<file path="config.mk">
export PLATFORM = sky130hd
export DESIGN_NAME = multi_waveform_oscillator_unit
export DESIGN_NICKNAME = d
export VERILOG_FILES = /design/src/hw/rtl/mwo_pkg.sv /design/src/hw/rtl/multi_waveform_oscillator_unit.sv
export SDC_FILE = /design/constraint.sdc
export NUM_CORES = 2
export LEC_CHECK = 0
export BUFFER_PORTS_ARGS = -buffer_cell sky130_fd_sc_hd__buf_4
export CAP_MARGIN = 15
export CELL_PAD_IN_SITES_DETAIL_PLACEMENT = 0
export CELL_PAD_IN_SITES_GLOBAL_PLACEMENT = 1
export CORE_ASPECT_RATIO = 1.2
export CORE_MARGIN = 3
export CORE_UTILIZATION = 44
export CTS_BUF_LIST = sky130_fd_sc_hd__clkbuf_4
export CTS_CLUSTER_DIAMETER = 100
export DETAILED_ROUTE_END_ITERATION = 16
export PLACE_DENSITY_LB_ADDON = 0.1
export SYNTH_ARGS = -nofsm -noshare
export SYNTH_HDL_FRONTEND = slang
export SYNTH_SLANG_ARGS = --single-unit
</file>
<file path="constraint.sdc">
create_clock -name clk -period 23.5 [get_ports clk]
set_clock_uncertainty 0.05 [all_clocks]
set_input_delay 2.35 -clock clk [delete_from_list [all_inputs] [get_ports clk]]
set_output_delay 2.35 -clock clk [all_outputs]
set_load 0.005 [all_outputs]
</file>
<file path="src/hw/rtl/mwo_pkg.sv">
package mwo_pkg;

  // run length and sample format
  localparam int MAX_RUN     = 64;
  localparam int CNT_W       = $clog2(MAX_RUN + 1);
  localparam int SAMPLE_BITS = 16;
  localparam int SAMPLE_DROP = (SAMPLE_BITS < 16) ? (16 - SAMPLE_BITS) : 0;
  localparam logic [15:0] SAMPLE_MASK = 16'((32'hFFFF << SAMPLE_DROP) & 32'hFFFF);

  // quarter-wave sine table
  localparam int SINE_DEPTH = 256;
  localparam int SINE_LOG2  = $clog2(SINE_DEPTH);
  localparam int SINE_AW    = SINE_LOG2 + 1;
  localparam int SINE_W     = 17;
  localparam int SINE_ROM_BITS = SINE_W * (SINE_DEPTH + 1);
  localparam longint unsigned PI_Q30 = 64'd3373259426;
  localparam longint ONE_Q15 = 64'd32768;

  // noise generator
  localparam logic [31:0] LFSR_TAPS = 32'hD000_0001;
  localparam logic [31:0] LFSR_SEED = 32'h0000_0001;

  // register reset values
  localparam logic [31:0] INC_RESET = 32'd42852281;
  localparam logic [15:0] AMP_RESET = 16'd32768;

  // register map, index = byte address / 4
  typedef enum logic [1:0] {
    REG_WAVEFORM  = 2'd0,
    REG_PHASE_INC = 2'd1,
    REG_AMPLITUDE = 2'd2,
    REG_ENABLE    = 2'd3
  } reg_idx_t;

  // waveform codes
  localparam logic [2:0] WAVE_SINE   = 3'd0;
  localparam logic [2:0] WAVE_SQUARE = 3'd1;
  localparam logic [2:0] WAVE_SAW    = 3'd2;
  localparam logic [2:0] WAVE_TRI    = 3'd3;
  localparam logic [2:0] WAVE_NOISE  = 3'd4;

  // request operation codes
  localparam logic OP_READ = 1'b0;
  localparam logic OP_SEEK = 1'b1;

  // oscillator state word held in the state memory
  typedef struct packed {
    logic [31:0] phase;
    logic [31:0] frame;
    logic [31:0] noise;
  } osc_state_t;

  // one table entry, evaluated while elaborating
  function automatic logic [SINE_W-1:0] sine_entry(input int unsigned k);
    longint unsigned x;
    longint unsigned term;
    longint sum;
    longint v;
    x = (PI_Q30 * longint'(k)) / (2 * SINE_DEPTH);
    term = x;
    sum = longint'(x);
    for (int n = 1; n <= 7; n++) begin
      term = (term * x) >> 30;
      term = (term * x) >> 30;
      case (n)
        1: term = term / 6;
        2: term = term / 20;
        3: term = term / 42;
        4: term = term / 72;
        5: term = term / 110;
        6: term = term / 156;
        default: term = term / 210;
      endcase
      if (n % 2 == 1) sum = sum - longint'(term);
      else sum = sum + longint'(term);
    end
    if (sum < 0) sum = 0;
    v = longint'((longint'(sum) * 32768 + (64'd1 << 29)) >>> 30);
    if (v > ONE_Q15) v = ONE_Q15;
    return SINE_W'(v);
  endfunction

  // whole table packed into one constant vector
  function automatic logic [SINE_ROM_BITS-1:0] sine_rom_build();
    logic [SINE_ROM_BITS-1:0] rom;
    rom = '0;
    for (int k = 0; k <= SINE_DEPTH; k++) begin
      rom[SINE_W*k +: SINE_W] = sine_entry(k);
    end
    return rom;
  endfunction

endpackage

</file>
<file path="src/hw/rtl/multi_waveform_oscillator_unit.sv">
// Tone generator built around a phase accumulator. A read request produces
// a run of min(sample_count, 64) samples at one sample per clock while the
// output side keeps stall low, each one through the second and third stage
// registers and the output register. The next request is taken once the
// last sample of the run has left the first stage. A seek request passes
// through a seek state (one 32x32 multiply for the new phase). Phase, frame
// counter and noise register live in a one-word state memory that is read
// and written back once per sample; after reset an init state loads its
// reset value before the first request is taken. With enable low, requests
// are accepted and produce nothing. Writing the enable register also
// clears phase and frame counter.
module multi_waveform_oscillator_unit import mwo_pkg::*; (
  input  logic               clk,
  input  logic               rst,
  // request channel
  input  logic               in_valid,
  output logic               in_stall,
  input  logic               operation,
  input  logic [6:0]         sample_count,
  input  logic [31:0]        seek_frame,
  // sample channel
  output logic               out_valid,
  input  logic               out_stall,
  output logic signed [15:0] sample,
  output logic [31:0]        frame_index,
  output logic               last,
  // register port
  input  logic               psel,
  input  logic               penable,
  input  logic               pwrite,
  input  logic [3:0]         paddr,
  input  logic [31:0]        pwdata,
  output logic [31:0]        prdata,
  output logic               pready
);

  typedef enum logic [3:0] {
    ST_INIT = 4'b0001,
    ST_IDLE = 4'b0010,
    ST_RUN  = 4'b0100,
    ST_SEEK = 4'b1000
  } fsm_t;

  fsm_t state, state_next;

  // configuration registers
  logic [2:0]  waveform;
  logic [31:0] phase_increment;
  logic [15:0] amplitude;
  logic        enable;

  logic     cfg_wr;
  reg_idx_t cfg_idx;

  assign pready  = 1'b1;
  assign cfg_idx = reg_idx_t'(paddr[3:2]);
  assign cfg_wr  = psel && penable && pwrite;

  always_ff @(posedge clk) begin
    if (rst) begin
      waveform        <= WAVE_SINE;
      phase_increment <= INC_RESET;
      amplitude       <= AMP_RESET;
      enable          <= 1'b0;
    end else if (cfg_wr) begin
      case (cfg_idx)
        REG_WAVEFORM:  waveform        <= pwdata[2:0];
        REG_PHASE_INC: phase_increment <= pwdata;
        REG_AMPLITUDE: amplitude       <= pwdata[15:0];
        REG_ENABLE:    enable          <= pwdata[0];
        default:       ;
      endcase
    end
  end

  // register readback
  always_comb begin
    case (cfg_idx)
      REG_WAVEFORM:  prdata = {29'd0, waveform};
      REG_PHASE_INC: prdata = phase_increment;
      REG_AMPLITUDE: prdata = {16'd0, amplitude};
      REG_ENABLE:    prdata = {31'd0, enable};
      default:       prdata = '0;
    endcase
  end

  // state memory, one word, registered read, bypass of the last write
  osc_state_t state_mem [1];
  osc_state_t rd_data;
  osc_state_t wb_data;
  logic       fresh;
  logic       wr_en;
  osc_state_t wr_data;
  osc_state_t cur;

  always_ff @(posedge clk) begin
    if (wr_en) state_mem[0] <= wr_data;
    rd_data <= state_mem[0];
  end

  always_ff @(posedge clk) begin
    if (rst) fresh <= 1'b0;
    else fresh <= wr_en;
    if (wr_en) wb_data <= wr_data;
  end

  assign cur = fresh ? wb_data : rd_data;

  // pipeline advance
  logic adv;
  logic in_acc;
  logic issue;

  assign adv      = !out_valid || !out_stall;
  assign in_stall = (state != ST_IDLE);
  assign in_acc   = in_valid && !in_stall;
  assign issue    = (state == ST_RUN) && adv;

  // request capture
  logic [CNT_W-1:0] cnt_left;
  logic [31:0]      seek_target;

  always_ff @(posedge clk) begin
    if (rst) begin
      cnt_left <= '0;
    end else if (in_acc) begin
      cnt_left <= (sample_count > 7'(MAX_RUN)) ? CNT_W'(MAX_RUN) : CNT_W'(sample_count);
    end else if (issue) begin
      cnt_left <= cnt_left - 1'b1;
    end
    if (in_acc) seek_target <= seek_frame;
  end

  // control sequencer
  always_comb begin
    state_next = state;
    case (state)
      ST_INIT: state_next = ST_IDLE;
      ST_IDLE: begin
        if (in_acc && enable) begin
          if (operation == OP_SEEK) state_next = ST_SEEK;
          else if (sample_count != 7'd0) state_next = ST_RUN;
        end
      end
      ST_RUN:  if (issue && cnt_left == CNT_W'(1)) state_next = ST_IDLE;
      ST_SEEK: state_next = ST_IDLE;
      default: state_next = ST_IDLE;
    endcase
  end

  always_ff @(posedge clk) begin
    if (rst) state <= ST_INIT;
    else state <= state_next;
  end

  // first stage: table address, other waveforms, state update
  logic [SINE_LOG2-1:0] pos;
  logic [SINE_AW-1:0]   sine_idx;
  logic [31:0]          noise_step;
  logic signed [16:0]   saw17;
  logic signed [16:0]   abs17;
  logic signed [17:0]   tri18;
  logic signed [16:0]   alt_wave;
  logic [31:0]          seek_phase;

  assign pos      = cur.phase[29 -: SINE_LOG2];
  assign sine_idx = cur.phase[30] ? (SINE_AW'(SINE_DEPTH) - {1'b0, pos}) : {1'b0, pos};
  assign noise_step = {1'b0, cur.noise[31:1]} ^ (cur.noise[0] ? LFSR_TAPS : 32'd0);
  assign saw17 = $signed({cur.phase[31], cur.phase[31:16]});
  assign abs17 = saw17[16] ? -saw17 : saw17;
  assign tri18 = $signed({abs17, 1'b0}) - 18'sd32768;
  assign seek_phase = 32'(seek_target * phase_increment);

  always_comb begin
    case (waveform)
      WAVE_SAW:   alt_wave = saw17;
      WAVE_TRI:   alt_wave = tri18[16:0];
      WAVE_NOISE: alt_wave = $signed({~noise_step[31], ~noise_step[31], noise_step[30:16]});
      default:    alt_wave = '0;
    endcase
  end

  // state memory write source
  always_comb begin
    wr_en   = 1'b0;
    wr_data = cur;
    if (state == ST_INIT) begin
      wr_en   = 1'b1;
      wr_data = '{phase: 32'd0, frame: 32'd0, noise: LFSR_SEED};
    end else if (cfg_wr && cfg_idx == REG_ENABLE) begin
      wr_en   = 1'b1;
      wr_data = '{phase: 32'd0, frame: 32'd0, noise: cur.noise};
    end else if (state == ST_SEEK) begin
      wr_en   = 1'b1;
      wr_data = '{phase: seek_phase, frame: seek_target, noise: cur.noise};
    end else if (issue) begin
      wr_en   = 1'b1;
      wr_data.phase = cur.phase + phase_increment;
      wr_data.frame = cur.frame + 32'd1;
      wr_data.noise = (waveform == WAVE_NOISE) ? noise_step : cur.noise;
    end
  end

  // second stage: table read and waveform select
  localparam logic [SINE_ROM_BITS-1:0] SINE_ROM = sine_rom_build();

  logic [SINE_W-1:0]  rom_q;
  logic               b_valid;
  logic               b_neg;
  logic [2:0]         b_wave;
  logic signed [16:0] b_alt;
  logic [31:0]        b_frame;
  logic               b_last;

  always_ff @(posedge clk) begin
    if (rst) begin
      b_valid <= 1'b0;
    end else if (adv) begin
      b_valid <= issue;
    end
    if (adv) begin
      rom_q   <= SINE_ROM[SINE_W * int'(sine_idx) +: SINE_W];
      b_neg   <= cur.phase[31];
      b_wave  <= waveform;
      b_alt   <= alt_wave;
      b_frame <= cur.frame;
      b_last  <= (cnt_left == CNT_W'(1));
    end
  end

  logic signed [16:0] b_sine;
  logic signed [16:0] b_square;
  logic signed [16:0] b_wave_val;
  logic signed [16:0] gain;
  logic signed [33:0] prod;

  assign b_sine   = b_neg ? -$signed(rom_q) : $signed(rom_q);
  assign b_square = (!b_neg || rom_q == '0) ? 17'sd32768 : -17'sd32768;
  assign gain     = (amplitude > 16'd32768) ? 17'sd32768 : $signed({1'b0, amplitude});

  always_comb begin
    case (b_wave)
      WAVE_SINE:   b_wave_val = b_sine;
      WAVE_SQUARE: b_wave_val = b_square;
      default:     b_wave_val = b_alt;
    endcase
  end

  assign prod = b_wave_val * gain;

  // third stage: gain product
  logic               c_valid;
  logic signed [33:0] c_prod;
  logic [31:0]        c_frame;
  logic               c_last;

  always_ff @(posedge clk) begin
    if (rst) begin
      c_valid <= 1'b0;
    end else if (adv) begin
      c_valid <= b_valid;
    end
    if (adv) begin
      c_prod  <= prod;
      c_frame <= b_frame;
      c_last  <= b_last;
    end
  end

  // rounding and clamp to Q1.15
  logic signed [34:0] rnd;
  logic signed [19:0] scaled;
  logic [15:0]        clamped;

  assign rnd    = 35'(c_prod) + 35'sd16384;
  assign scaled = rnd[34:15];

  always_comb begin
    if (scaled > 20'sd32767) clamped = 16'h7FFF;
    else if (scaled < -20'sd32768) clamped = 16'h8000;
    else clamped = scaled[15:0];
  end

  // output register
  always_ff @(posedge clk) begin
    if (rst) begin
      out_valid <= 1'b0;
    end else if (adv) begin
      out_valid <= c_valid;
    end
    if (adv) begin
      sample      <= $signed(clamped & SAMPLE_MASK);
      frame_index <= c_frame;
      last        <= c_last;
    end
  end

  // checks
  a_run_has_work: assert property (@(posedge clk) disable iff (rst)
    state == ST_RUN |-> cnt_left != '0)
    else $error("run state with no samples left");

  a_read_starts_run: assert property (@(posedge clk) disable iff (rst)
    in_acc && enable && operation == OP_READ && sample_count != 7'd0 |=> state == ST_RUN)
    else $error("accepted read did not start a run");

  a_no_write_on_stall: assert property (@(posedge clk) disable iff (rst)
    state == ST_RUN && !adv && !cfg_wr |-> !wr_en)
    else $error("state memory written while the run is stalled");

  a_last_ends_run: assert property (@(posedge clk) disable iff (rst)
    issue && cnt_left == CNT_W'(1) |=> state == ST_IDLE && b_valid && b_last)
    else $error("final sample did not close the run");

endmodule
</file>
After elaboration in Yosys (flattened, before gate mapping)
Memories as Yosys holds them, arrays and structs flattened. A register that Yosys moved wholly into a read port is not among the register bits.
Cells that the tools add are included.

storage, ports and cells
  register bits after elaboration = 382
  memory bits (writable) = 96
  output and inout port bits = 84
  memories kept = 1

operators by class
  add/subtract/negate cells = 8
  multiply operators = 3
  order comparisons = 4
  eq/ne operators = 16
  shift operators = 1
  multiplexer cells = 30
  bitwise gates (word level) = 2
  reduce and logical (&&, ||, !) cells = 23

memory list
  name       depth  width  rd ports  clocked after Yosys merged registers in  write ports  RTL line                              text
  state_mem  1      96     1         1                                        1            multi_waveform_oscillator_unit.sv:88  osc_state_t state_mem [1];

operators by type and width
  operator                       number
  $shiftx A4369 B15 Y17 const A  1
  $mux W96                       5
  $pmux W32 S4                   1
  $mux W32                       2
  $pmux W17 S3                   1
  $mux W16                       3
  $add A34 B16 Y35 const B       1
  $mul A17 B17 Y34               1
  $mux W17                       2
  $pmux W17 S2                   1
  $add A32 B1 Y32 const B        1
  $add A32 B32 Y32               1
  $mul A32 B32 Y32               1
  $xor A31 B32 Y32               1
  $mux W7                        3
  $gt A20 B16 Y1 const B         1
  $lt A20 B16 Y1 const B         1
  $logic_not A17 Y1              1
  $neg A17 Y17                   1
  $sub A17 B17 Y17 const B       1
  $gt A16 B16 Y1 const B         1
  $mux W4                        4
  $neg A16 Y16                   1
  $mul A5 B9 Y14 const A         1
  other kinds (30)               50

Logic depth before layout (Yosys ltp)
  word-level depth = 9
  depth in mapped cells = 30
  gate-level depth less buffers = 30

Worst setup path before layout
Ideal clock, no wire load.

  path type = input -> register
  start = input out_stall
  end = memory state_mem[0][31] (netlist bit) (enable)
  arrival = 9.076 ns
  data required time = 22.992 ns
  setup slack = 13.917 ns
  stages = 6
  buffers on the path = 2
  path through = and2_1 > clkbuf_1 > inv_1 > nand2_1 > clkbuf_1 > nand2_1

between the ends
  word-level cells in the longest chain between the ends = 9

RTL lines
  what                           RTL line                               text
  start: declaration             multi_waveform_oscillator_unit.sv:23   input logic out_stall,
  $logic_not A1 Y1               multi_waveform_oscillator_unit.sv:114  assign adv = !out_valid || !out_stall;
  $logic_or A1 B1 Y1             multi_waveform_oscillator_unit.sv:114
  $logic_and A1 B1 Y1            multi_waveform_oscillator_unit.sv:117  assign issue = (state == ST_RUN) && adv;
  $mux W1                        multi_waveform_oscillator_unit.sv:196  end else if (issue) begin
  $mux W1                        multi_waveform_oscillator_unit.sv:193  end else if (state == ST_SEEK) begin
  $mux W1                        multi_waveform_oscillator_unit.sv:190  end else if (cfg_wr && cfg_idx == REG_ENABLE) begin
  $mux W1                        multi_waveform_oscillator_unit.sv:187  if (state == ST_INIT) begin
  net wr_en                      multi_waveform_oscillator_unit.sv:92   logic wr_en;
  $mux W1                        multi_waveform_oscillator_unit.sv:97   if (wr_en) state_mem[0] <= wr_data;
  $mux W1 (implied by the code)  multi_waveform_oscillator_unit.sv:97
  end: declaration               multi_waveform_oscillator_unit.sv:88

The timed path passes the listed nets, and every way through them passes these cells.

Final worst setup path
  start = register rom_q[4]
  end = register c_prod[33] (data pin)

between the ends
  word-level cells in the longest chain between the ends = 5
  elaborated cells on any way between the ends = 7
  those cells by class = 1 x add/sub; 1 x mul; 3 x mux; 2 x reduce/logical

RTL lines
  what                                                                  RTL line                               text
  start: declaration                                                    multi_waveform_oscillator_unit.sv:207  logic [SINE_W-1:0] rom_q;
  start signal: assignment                                              multi_waveform_oscillator_unit.sv:222  rom_q <= SINE_ROM[SINE_W * int'(sine_idx) +: SINE_W];
  parallel branches: the longest is 3 deep, another holds $neg A17 Y17  n/a
  $pmux W17 S2 *                                                        multi_waveform_oscillator_unit.sv:242  case (b_wave)
  $mul A17 B17 Y34 *                                                    multi_waveform_oscillator_unit.sv:249  assign prod = b_wave_val * gain;
  net prod[33]                                                          multi_waveform_oscillator_unit.sv:235  logic signed [33:0] prod;
  end signal: assignment                                                multi_waveform_oscillator_unit.sv:264  c_prod <= prod;
  end: declaration                                                      multi_waveform_oscillator_unit.sv:253  logic signed [33:0] c_prod;

Mark *: on every way through the listed nets, which the timed path passes.
A chain may end at the register's enable or synchronous reset.

==> run metrics <==
routed len/inst 21.6 um; CTS sink count 463; Core Footprint 0.113 mm^2; Die X 315 um; predominant post-synthesis flop cell edfxtp_1; Avg Cell Area, Syn 9.24 um^2; fin worst setup slack 14.67 ns; most frequent cells after synthesis 840 x inv_1, 757 x nand2_1, 680 x fa_1; Crit Path Max Fanout 8; initial antenna violation count 5; Slew @ Worst Pin 1.21 ns; Final min period 8.83 ns; NetSw 3.29 mW; CP max-delay cell o21ai_1; Peak VDD IR 0.000214 V; port buffer count 163; Clk pwr share 11.8%; # nets final 6559; Final TNS setup 0 ns; cell family with most CP delay adder cells; Final Max Tran Viols 0; Max Clk Rate 113 MHz; layout cells sized above 1 10.9%; Final ANT Viol Nets 0; area leader, netlist fa_1; largest net degree at the start of global routing 104; Switching Fraction 49.5%; Yosys Warn Count 0; post-synth top area share 27.1%; syn nets 6466; Synth area leaders fa_1 27%, edfxtp_1 18%, ha_1 6.5%, dfxtp_1 6.5%, inv_1 6.3%; Iteration-0 DRC Markers 2623; most frequent cell after synthesis inv_1; I/O pin count 167; Overflow after GRT 0; Area Growth Syn to Fin 8.97%; CP Data Arrival Time 9.55 ns; hold bufs inserted after CTS 0; DIE AREA 0.118 mm^2; Starting Density 44.4%; largest stage delay on the critical path 0.93 ns; CTS root buf clkbuf_4; RSZ-0062 raised after global routing false; max-cap viol count 0; Crit Path Class reg2reg; period utilization 37.6%; Worst Path Buf+Inv 3; Pleak 24.7 nW; Seq/Total Area, Yosys 24.4%; sequential share of power 16.2%; Critical Path RT 24.22 ns; vias in the first global route 41200; worst min path class reg2reg; Chip Height 376 um; status completed; final hold vios 0; placed insts 6906; via count 38900; most used cell, CP fa_1; PD cells 121 mW/mm^2; worst skew pair latency 1.04 ns; Final GP Congestion 0.923; EDFF count, synth 300; hpwl dp 115 mm; clock-pin transition on the worst setup and hold timing paths 0.07 ns; reg2reg setup slack 14.67 ns; final wirelength 155 mm; Num CTS Buffers 132; number of fill cells in the layout 11000; overall power 6.65 mW; Startpoint Class register; row cnt 135; drt pass-1 iters 5; critical path capture point type register; Yosys reg bits 463; Residual DRC 0; post-CTS setup buffer count 0; Storage cell area 0.0123 mm^2; Internal 3.35 mW; Synth Instances 5440; DR vias/cell 5.45; H-tree lvl count 4; Global Route Usage Sum 26.6%; CTS tree yes; Synth cell types 100; final setup violation count 0; Post-Syn Area 0.0503 mm^2; Gates resized, CTS repair 0; area occupied by multi-input gates 0.0336 mm^2; combinational power share 72.0%; Setup WS pre-CTS 14.55 ns; Hold Worst Slack 0.257 ns; FFs w/ async S/R, synth 0%; Layout Cells excl Fill 7151; Max-slew headroom 18.7%; first-pass GRT wire length 241 mm; maximum root-to-sink buffer count 3
[state kept, by name, summed over array words and instances, names as in the netlist, 2 cells and up]
signal	flops
state	4
b_frame	32
amplitude	16
phase_increment	32
b_wave	3
cnt_left	7
seek_target	32
waveform	3
b_alt	17
frame_index	32
rd_data	96
state_mem	2
c_prod	20
wb_data	94
sample	16
rom_q	16
c_frame	32
[final timing paths]
check / start / depth (start not counted) / end
setup / recovery: rom_q[4] / 27 / c_prod[33]
hold / removal: wb_data[45] / 0 / rd_data[45]
setup reg to reg: rom_q[4] / 27 / c_prod[33]
hold reg to reg: wb_data[45] / 0 / rd_data[45]
[layout make-up]
type / count / share of cell area, %
Antenna cell: 7 / 0.0320
Timing Repair Buffer: 270 / 3.70
Tap cell: 1507 / 3.44
Inverter: 846 / 5.81
Sequential cell: 463 / 22.4
Clock buffer: 200 / 2.74
Clock inverter: 38 / 0.484
Multi-Input combinational cell: 3820 / 61.4
[per-stage QoR]
stage,utilization [%],cell area [um^2]
floorplan,-,50300
CTS,48.4,54800
detailed placement,46.8,53000
finish,48.4,54800
global route,48.4,54800
global placement,46.8,53000
[per-layer routing]
metal	wire length, um	share of wire, %	GRT usage (%)	up-vias
met5	0	0	0	-
met3	9640	6.2	5.20	281
li1	-	-	-	17900
met2	76000	49	45.3	1217
met1	63700	41	33.4	19600
met4	5400	3.5	9.87	0
[cell families after synthesis]
kind of cell	Yosys count	synth area share, %
fa+ha+maj	944	33.6
xor+xnor	217	3.86
simple gates	1703	15.7
other cells	1	0.00746
mux	112	2.82
buf+inv	1157	8.91
compound gates	843	10.7
flops	463	24.4
[cells in the final DEF (no fill, tap or decap), drive strengths merged, types with 26 or more instances in the layout]
cell type  Yosys  routed
inv          845     852
nand2        759     759
fa           680     680
nor2         339     339
edfxtp       300     300
and2         272     272
buf           79     270
ha           263     263
a21oi        256     256
clkbuf       232     200
o21ai        194     194
dfxtp        163     163
xnor2        148     148
nand3         82      82
xor2          69      69
a211oi        66      66
nor3          59      59
mux2i         49      49
mux2          46      46
nor2b         46      46
a31oi         36      36
o211ai        34      34
o22ai         32      32
clkinv         1      30
o21a          26      26
[power groups by stage]
stage	sequential, mW	combinational, mW	clock [mW]
final	1.08	4.79	0.785
after global routing	1.09	5.34	0.861
after CTS	1.08	4.79	0.816
after detailed placement	1.09	4.76	0
after global placement	1.09	4.72	0
after floorplan	1.07	3.50	0
[worst register-to-register path, stage by stage (launching register included)]
cell	delay [ns]
edfxtp_1	0.44
or3_1	0.42
or4_1	0.44
nor2_1	0.15
nand3_1	0.16
nand2_1	0.11
xor2_1	0.09
o21ai_1	0.94
nand2_1	0.19
fa_1	0.54
fa_1	0.49
fa_1	0.56
inv_1	0.06
fa_1	0.48
fa_1	0.50
inv_1	0.05
fa_1	0.47
inv_1	0.04
ha_1	0.28
and3_1	0.18
o211ai_1	0.19
a31oi_1	0.31
a21o_1	0.30
o41a_1	0.38
a31o_2	0.28
a41o_1	0.23
a21oi_1	0.17
xnor2_1	0.11
Power figures use the tool's default switching activity.
